File: src/design/uvsg_pkg.sv
package uvsg_pkg;

   localparam int CNT_W       = 9;
   localparam int IDX_W       = 17;
   localparam int TEX_W       = 17;
   localparam int POS_W       = 16;
   localparam int ANG_W       = 32;
   localparam int TEX_FRAC    = 16;

   localparam int DIV_STAGES  = 8;
   localparam int DIV_STEP    = 4;
   localparam int DIV_LAT     = DIV_STAGES + 1;

   localparam int CORDIC_ITERS  = 30;
   localparam int CORDIC_STEP   = 2;
   localparam int CORDIC_STAGES = CORDIC_ITERS / CORDIC_STEP;
   localparam int CORDIC_LAT    = CORDIC_STAGES + 1;
   localparam int CORDIC_W      = 33;
   localparam int SC_W          = 32;

   localparam logic signed [CORDIC_W-1:0] CORDIC_START = 33'sd652032874;

   localparam logic [31:0] ATAN_TURNS [CORDIC_ITERS] = '{
      32'd536870912, 32'd316933406, 32'd167458907, 32'd85004756, 32'd42667331,
      32'd21354465,  32'd10679838,  32'd5340245,   32'd2670163,  32'd1335087,
      32'd667544,    32'd333772,    32'd166886,    32'd83443,    32'd41722,
      32'd20861,     32'd10430,     32'd5215,      32'd2608,     32'd1304,
      32'd652,       32'd326,       32'd163,       32'd81,       32'd41,
      32'd20,        32'd10,        32'd5,         32'd3,        32'd1
   };

   localparam logic CSR_SLICES = 1'b0;
   localparam logic CSR_STACKS = 1'b1;

   typedef struct packed {
      logic             vertex_valid;
      logic             quad_valid;
      logic [IDX_W-1:0] idx_top_left;
      logic [IDX_W-1:0] idx_bottom_left;
      logic [IDX_W-1:0] idx_top_right;
      logic [IDX_W-1:0] idx_bottom_right;
   } uvsg_meta_type;

   typedef struct packed {
      uvsg_meta_type    meta;
      logic [TEX_W-1:0] tex_u;
      logic [TEX_W-1:0] tex_v;
   } uvsg_side_type;

   typedef struct packed {
      logic signed [POS_W-1:0] pos_x;
      logic signed [POS_W-1:0] pos_y;
      logic signed [POS_W-1:0] pos_z;
      logic [TEX_W-1:0]        tex_u;
      logic [TEX_W-1:0]        tex_v;
      logic                    vertex_valid;
      logic                    quad_valid;
      logic [IDX_W-1:0]        idx_top_left;
      logic [IDX_W-1:0]        idx_bottom_left;
      logic [IDX_W-1:0]        idx_top_right;
      logic [IDX_W-1:0]        idx_bottom_right;
   } uvsg_result_type;

endpackage

File: src/design/uvsg_div.sv
// radix-2 restoring division of numer/denom into FRAC fraction bits, rounded
module uvsg_div #(
   parameter int FRAC = 32
) (
   input  logic                          clock,
   input  logic                          en,
   input  logic [uvsg_pkg::CNT_W-1:0]    numer,
   input  logic [uvsg_pkg::CNT_W-1:0]    denom,
   output logic [uvsg_pkg::ANG_W-1:0]    ang_out,
   output logic [uvsg_pkg::TEX_W-1:0]    tex_out
);

   localparam int NS = uvsg_pkg::DIV_STAGES;
   localparam int RW = uvsg_pkg::CNT_W + 1;
   localparam int LS = NS - 1;

   logic [RW-1:0]              r_ff    [NS];
   logic [RW-1:0]              r_in    [NS];
   logic [FRAC-1:0]            q_ff    [NS];
   logic [FRAC-1:0]            q_in    [NS];
   logic                       int_ff  [NS];
   logic                       int_in  [NS];
   logic [uvsg_pkg::CNT_W-1:0] d_ff    [NS];
   logic [uvsg_pkg::CNT_W-1:0] d_in    [NS];
   logic [RW-1:0]              rmid_ff [NS];
   logic [RW-1:0]              rmid_in [NS];

   logic [uvsg_pkg::ANG_W-1:0] ang_ff, ang_in;
   logic [uvsg_pkg::TEX_W-1:0] tex_ff, tex_in;

   always_comb begin
      logic [RW-1:0]              rc;
      logic [FRAC-1:0]            qc;
      logic                       ic;
      logic [uvsg_pkg::CNT_W-1:0] dc;
      logic [RW-1:0]              mc;
      for (int s = 0; s < NS; s++) begin
         if (s == 0) begin
            dc = denom;
            ic = (numer >= denom);
            rc = ic ? {1'b0, numer - denom} : {1'b0, numer};
            qc = '0;
            mc = '0;
         end else begin
            dc = d_ff[s-1];
            ic = int_ff[s-1];
            rc = r_ff[s-1];
            qc = q_ff[s-1];
            mc = rmid_ff[s-1];
         end
         for (int j = 0; j < uvsg_pkg::DIV_STEP; j++) begin
            if (s * uvsg_pkg::DIV_STEP + j < FRAC) begin
               rc = {rc[RW-2:0], 1'b0};
               if (rc >= {1'b0, dc}) begin
                  rc = rc - {1'b0, dc};
                  qc = {qc[FRAC-2:0], 1'b1};
               end else begin
                  qc = {qc[FRAC-2:0], 1'b0};
               end
            end
         end
         if ((s + 1) * uvsg_pkg::DIV_STEP == uvsg_pkg::TEX_FRAC) begin
            mc = rc;
         end
         r_in[s]    = rc;
         q_in[s]    = qc;
         int_in[s]  = ic;
         d_in[s]    = dc;
         rmid_in[s] = mc;
      end
   end

   always_comb begin
      logic [RW-1:0] half;
      logic          c_end;
      logic          c_mid;
      logic [FRAC:0] sum;
      half   = {2'b00, d_ff[LS][uvsg_pkg::CNT_W-1:1]};
      c_end  = (r_ff[LS] + half) >= {1'b0, d_ff[LS]};
      c_mid  = (rmid_ff[LS] + half) >= {1'b0, d_ff[LS]};
      sum    = {int_ff[LS], q_ff[LS]} + (FRAC+1)'(c_end);
      ang_in = sum[uvsg_pkg::ANG_W-1:0];
      tex_in = {int_ff[LS], q_ff[LS][FRAC-1 -: uvsg_pkg::TEX_FRAC]}
               + uvsg_pkg::TEX_W'(c_mid);
   end

   always_ff @(posedge clock) begin
      if (en) begin
         for (int s = 0; s < NS; s++) begin
            r_ff[s]    <= r_in[s];
            q_ff[s]    <= q_in[s];
            int_ff[s]  <= int_in[s];
            d_ff[s]    <= d_in[s];
            rmid_ff[s] <= rmid_in[s];
         end
         ang_ff <= ang_in;
         tex_ff <= tex_in;
      end
   end

   assign ang_out = ang_ff;
   assign tex_out = tex_ff;

endmodule

File: config.mk
export PLATFORM = sky130hd
export DESIGN_NAME = uvsg_div
export DESIGN_NICKNAME = d
export VERILOG_FILES = /design/src/design/uvsg_pkg.sv /design/src/design/uvsg_div.sv
export SDC_FILE = /design/constraint.sdc
export NUM_CORES = 1
export LEC_CHECK = 0
export BUFFER_PORTS_ARGS = -buffer_cell sky130_fd_sc_hd__buf_2
export CORE_MARGIN = 5
export CORE_UTILIZATION = 53
export CTS_CLUSTER_SIZE = 16
export DETAILED_ROUTE_END_ITERATION = 8
export PLACE_DENSITY = 0.69
export RECOVER_POWER = 25
export SYNTH_ARGS = -nofsm -noshare
export SYNTH_HDL_FRONTEND = slang
export SYNTH_SLANG_ARGS = --single-unit
File: constraint.sdc
create_clock -name clock -period 14.3 [get_ports clock]
set_input_delay 2.86 -clock clock [delete_from_list [all_inputs] [get_ports clock]]
set_output_delay 2.86 -clock clock [all_outputs]
set_load 0.1 [all_outputs]
==> metrics.yaml, run 1 <==
die:
  core_sq_mm: 0.0527
  dieHeight_um: 241
  initial_core_util_pct: 53.6
  io_pins: 69
  core.rowCount: 84
  die-area_sq_mm: 0.0579
  die_w_um: 241
job:
  max-cap-violations: 0
layout:
  syn2layout_area_growth_pct: 9.40
  finalNetCount: 3033
  diodes: 0
  drive_above_1_share_pct: 12.8
  fin_area_sq_mm: 0.0309
  finish.utilization_pct: 58.6
setup_path:
  cp.buffers_inverters: 5
  cp_common_cell: "ha_1"
  rrSetupSlack_ns: 3.25
  worst_ep_arrival_time_ns: 13.84
  setup.worst_path.end_class: "flop"
  crit_path_max_incr_delay_ns: 0.53
  critPathSlowestCell: "o31a_1"
  crit_family: "compound AO/OA/AOI/OAI gates"
  path_max_fanout: 10
  crit_path_start_kind: "primary input"
  critPathKind: "primary input to flop"
  required_ns: 14.62
global_routing:
  grt_pass1_vias: 19900
  grt_usage_pct: 21.5
  grt_overflow_total: 0
  grt_max_degree: 88
  grt_pass1_wl_mm: 102
  antenna_found_initial: 0
clock_network:
  postCtsSetupRepairBufs: 0
  hold_buffers: 0
  cts.sinks: 387
  cts_tree: "built"
  cts_buffer_depth: 3
  clk_pin_slew_worst_paths_ns: 0.06
  h-tree-depth: 2
  numCtsBuffers: 44
  cts_root_buf: "clkbuf_16"
  insertion_delay_ns: 0.57
  cts.repair.resized: 0
route:
  drcViolationCount: 0
  drt_first_pass_iters: 5
  wl_met1_mm: 30.0
  dr_wl_met2_mm: 28.8
  vias: 20100
  drt_iter0_drc: 1267
  drtAntennaViolNets: 0
  wire_per_inst_um: 18.4
  dr_wl_met3_mm: 2.62
  viasPerCell: 5.89
  highest_layer: "met4"
  routed_wirelength_mm: 62.9
synth:
  synth_warnings: 0
  syn_area_sq_mm: 0.0282
  ys_dominant_reg_cell: "edfxtp_1"
  synth_area_leaders: "edfxtp_1 (41%), ha_1 (14%), mux2_2 (5.4%), xnor2_1 (4.6%), a21oi_1 (3.3%)"
  synth.distinct_cells: 87
  ys_seq_area_share_pct: 41.2
  syn_inst: 2605
  synthArstFlopShare_pct: 0
  syn_area_per_cell_sq_um: 10.8
  synth_edf_count: 387
  netlist.area_leader.share_pct: 41.2
  synthMostInstantiatedCell: "edfxtp_1"
  synth-seq-cells: 387
  synth_area_leader_cell: "edfxtp_1"
  synthTopCellsByCount: "edfxtp_1 (387), ha_1 (311), a21oi_1 (184), nor2_1 (174), inv_1 (173)"
  synth.net_count: 2947
sta:
  drv_slew: 0
  clock.fmax_mhz: 73.9
  skew_ns: 0.0203
  fin_setup_tns_ns: 0
  setup_viol: 0
  final-hold-violation-count: 0
  worstMarginPinSlew_ns: 1.23
  fin_crit_ns: 13.53
  rsz0062_at_grt: "no"
  slew_headroom_pct: 18.1
  finalWorstSetupSlack_ns: 0.773
  timing.final.crit_share_pct: 94.6
placed_design:
  dpl_cell_area_sq_mm: 0.0293
  place_worst_setup_slack_ns: 0.227
  hpwl_mm: 48.2
  io_buffers: 68
  routabilityCongestion: 0.884
hold_path:
  hold_path.class: "flop to flop"
outcome:
  status: "finished, final reports clean"
logic make-up after synthesis:
kind of cell / after synthesis / synth area share (%)
flops: 387 / 41.2
buf+inv: 216 / 2.98
xor+xnor: 252 / 7.83
simple gates: 563 / 9.98
fa+ha+maj: 322 / 14.6
mux: 183 / 7.40
compound gates: 682 / 16.0
metal layers:
layer  track usage [%]  vias to the layer above
met5                 0                        -
met4              5.64                        0
met3              2.94                      101
met2              35.2                      452
met1              30.4                     9657
li1                  -                     9913
area by class of cell:
cell class / instances / area [sq um]
fill: 4296 / 21800
multi-input combinational: 2002 / 15700
sequential: 387 / 11600
clock buffer: 50 / 1170
tap: 688 / 861
inverter: 182 / 683
timing repair buffer: 74 / 395
clock inverter: 31 / 387
per-stage QoR:
stage | hold WS, ns | cells
floorplan | 0.400 | 2605
global route | 0.414 | 3414
detailed placement | 0.405 | 3333
finish | 0.403 | 3414
global placement | 0.400 | 3333
CTS | 0.399 | 3414
final timing paths:
kind                                       end  cells past startpoint            from
worst max-delay path                r_ff[0][8]                     42        denom[1]
worst max register to register     r_ff[1][27]                     30      d_ff[1][9]
worst min-delay path            rmid_ff[1][33]                      0  rmid_ff[1][23]
worst min register to register  rmid_ff[1][33]                      0  rmid_ff[1][23]
registers in the layout (all words and copies together) (netlist names):
name     cells
int_ff       8
r_ff        74
ang_out     32
q_ff       144
tex_out     17
d_ff        72
rmid_ff     40
cells in the final DEF, fill, tap and decap left out, drive strengths merged, types with 11 or more instances in the layout:
cell type  Yosys  final
o21ai        125    125
nand4         30     30
xor2         105    105
fa            11     11
edfxtp       387    387
a211oi        19     19
xnor2        147    147
nand3         28     28
buf            9     74
and2          33     33
or2           27     27
mux2         160    160
mux2i         23     23
clkbuf        25     50
a21oi        187    187
a31oi         31     31
o211ai        13     13
nand2        109    109
a21o         121    121
nor3          33     33
ha           311    311
o21a          23     23
nand2b        26     26
and3          25     25
nor2         176    176
nor2b         35     35
clkinv         3     13
inv          179    185
o21bai        52     52
worst register-to-register path, delay by kind of cell (launching register included):
family                     cells  cell delay (ns)
buffers and inverters          1             0.33
adders and majority gates      4             1.62
AOI/OAI and AO/OA             16             5.62
DFF                            1             0.68
muxes                          3             1.69
and+or+nand+nor                6             0.85
Power of run 1 is not shown: default switching activity piles up to over one toggle a cycle in this logic, so the estimate is an artifact.
==> run 2, diff against run 1 <==
--- a/config.mk
+++ b/config.mk
@@ -11,7 +11,7 @@
 export CTS_CLUSTER_SIZE = 16
 export DETAILED_ROUTE_END_ITERATION = 8
 export PLACE_DENSITY = 0.69
-export RECOVER_POWER = 25
+export RECOVER_POWER = 100
 export SYNTH_ARGS = -nofsm -noshare
 export SYNTH_HDL_FRONTEND = slang
 export SYNTH_SLANG_ARGS = --single-unit
==> metrics.yaml, run 2 (synthesized netlist as in run 1, its figures left out) <==
sta:
  timing.final.crit_share_pct: 94.7  # +0.14 points
  slew_headroom_pct: -190  # -210 points
  fin_setup_tns_ns: 0  # unchanged
  final-hold-violation-count: 0  # unchanged
  whs_ns: 0.405  # +0.00189 ns
  fin_crit_ns: 13.55  # +0.0205 ns
  worstMarginPinSlew_ns: 4.34  # +3.12 ns
  rsz0062_at_grt: "no"
  drv_slew: 432  # +432
  setup_viol: 0  # unchanged
  clock.fmax_mhz: 73.8  # -0.15%
  skew_ns: 0.0214  # +0.00115 ns
global_routing:
  grt_usage_pct: 21.5  # unchanged
  grt_pass1_wl_mm: 102  # unchanged
  grt_max_degree: 88  # unchanged
  grt_pass1_vias: 19900  # unchanged
  grt_overflow_total: 0  # unchanged
  antenna_found_initial: 0  # unchanged
route:
  dr_wl_met3_mm: 2.87  # +9.6%
  wire_per_inst_um: 18.5  # about the same
  drcViolationCount: 0  # unchanged
  routed_wirelength_mm: 63.0  # about the same
  viasPerCell: 5.89  # about the same
  highest_layer: "met4"
  drtAntennaViolNets: 0  # unchanged
  dr_wl_met2_mm: 29.0  # +0.47%
  drt_iter0_drc: 1326  # +4.7%
  vias: 20100  # -0.045%
  wl_met1_mm: 29.8  # -0.88%
  drt_first_pass_iters: 6  # +1
die:
  io_pins: 69  # unchanged
  core_sq_mm: 0.0527  # unchanged
  core.rowCount: 84  # unchanged
  initial_core_util_pct: 53.6  # unchanged
  die-area_sq_mm: 0.0579  # unchanged
  die_w_um: 241  # unchanged
  dieHeight_um: 241  # unchanged
clock_network:
  cts_tree: "built"
  postCtsSetupRepairBufs: 0  # unchanged
  cts_root_buf: "clkbuf_16"
  cts.repair.resized: 0  # unchanged
  h-tree-depth: 2  # unchanged
  hold_buffers: 0  # unchanged
  numCtsBuffers: 44  # unchanged
  cts.sinks: 387  # unchanged
  cts_buffer_depth: 3  # unchanged
  insertion_delay_ns: 0.57  # about the same
  clk_pin_slew_worst_paths_ns: 0.06  # about the same
layout:
  fin_cells: 3414  # unchanged
  finish.utilization_pct: 58.3  # -0.30 points
  regMostFlops: "q_ff"
  layout_commonest_cell: "edfxtp_1"
  final_cell_mix: "edfxtp_1 (387), ha_1 (311), a21oi_1 (186)"
  largest_reg_flops: 144  # unchanged
  top_regs: "q_ff: 144 flops, r_ff: 74 flops, d_ff: 72 flops"
  diodes: 0  # unchanged
  finalNetCount: 3033  # unchanged
  syn2layout_area_growth_pct: 8.84
  drive_above_1_share_pct: 9.54  # -3.3 points
placed_design:
  routabilityCongestion: 0.884  # unchanged
  hpwl_mm: 48.2  # unchanged
  place_inst: 3333  # unchanged
  io_buffers: 68  # unchanged
outcome:
  status: "finished with violations"
  violations: "capacitance limit, slew limit"
setup_path:
  crit_path_start_kind: "primary input"
  path_max_fanout: 10  # unchanged
  setup.worst_path.end_class: "flop"
  critPathKind: "primary input to flop"
  required_ns: 14.61  # about the same
  worst_ep_arrival_time_ns: 13.86  # +0.02 ns
  cp_common_cell: "ha_1"
  crit_path_max_incr_delay_ns: 0.53  # about the same
  critPathSlowestCell: "o31a_1"
hold_path:
  hold_path.class: "flop to flop"
job:
  max-cap-violations: 8  # +8
[run 2: layout make-up]
type	count	area, sq um
timing repair buffer	74	295
clock inverter	31	387
multi-input combinational	2002	15700
fill	4348	22000
clock buffer	50	1170
inverter	182	683
tap	688	861
sequential	387	11600
[run 2: worst paths after layout]
kind                   from             end  slack [ns]  cells after the start
max                denom[1]      r_ff[0][8]        0.75                     42
max reg2reg      d_ff[0][0]     r_ff[0][14]        2.44                     31
min          rmid_ff[1][23]  rmid_ff[1][33]        0.40                      0
min reg2reg  rmid_ff[1][23]  rmid_ff[1][33]        0.40                      0
[run 2: per-layer routing]
layer	vias to the layer above	track usage [%]
met5	-	0
met4	0	5.64
met3	97	2.94
met2	472	35.2
met1	9642	30.4
li1	9903	-
[run 2: critical path: cells and delay by family]
kind | cells | cell delay [ns]
AO/OA/AOI/OAI | 19 | 4.57
buffers and inverters | 5 | 0.82
adder cells (fa/ha/maj) | 5 | 1.76
multiplexers | 5 | 1.90
AND/OR/NAND/NOR | 8 | 1.96
[run 2: through the flow]
step,setup slack [ns],instance area (sq um)
floorplan,2.23,28200
global placement,0.565,29300
detailed placement,0.227,29300
CTS,0.840,30900
global route,0.0522,30700
finish,0.753,30700
Power of run 2 is left out for the same reason.
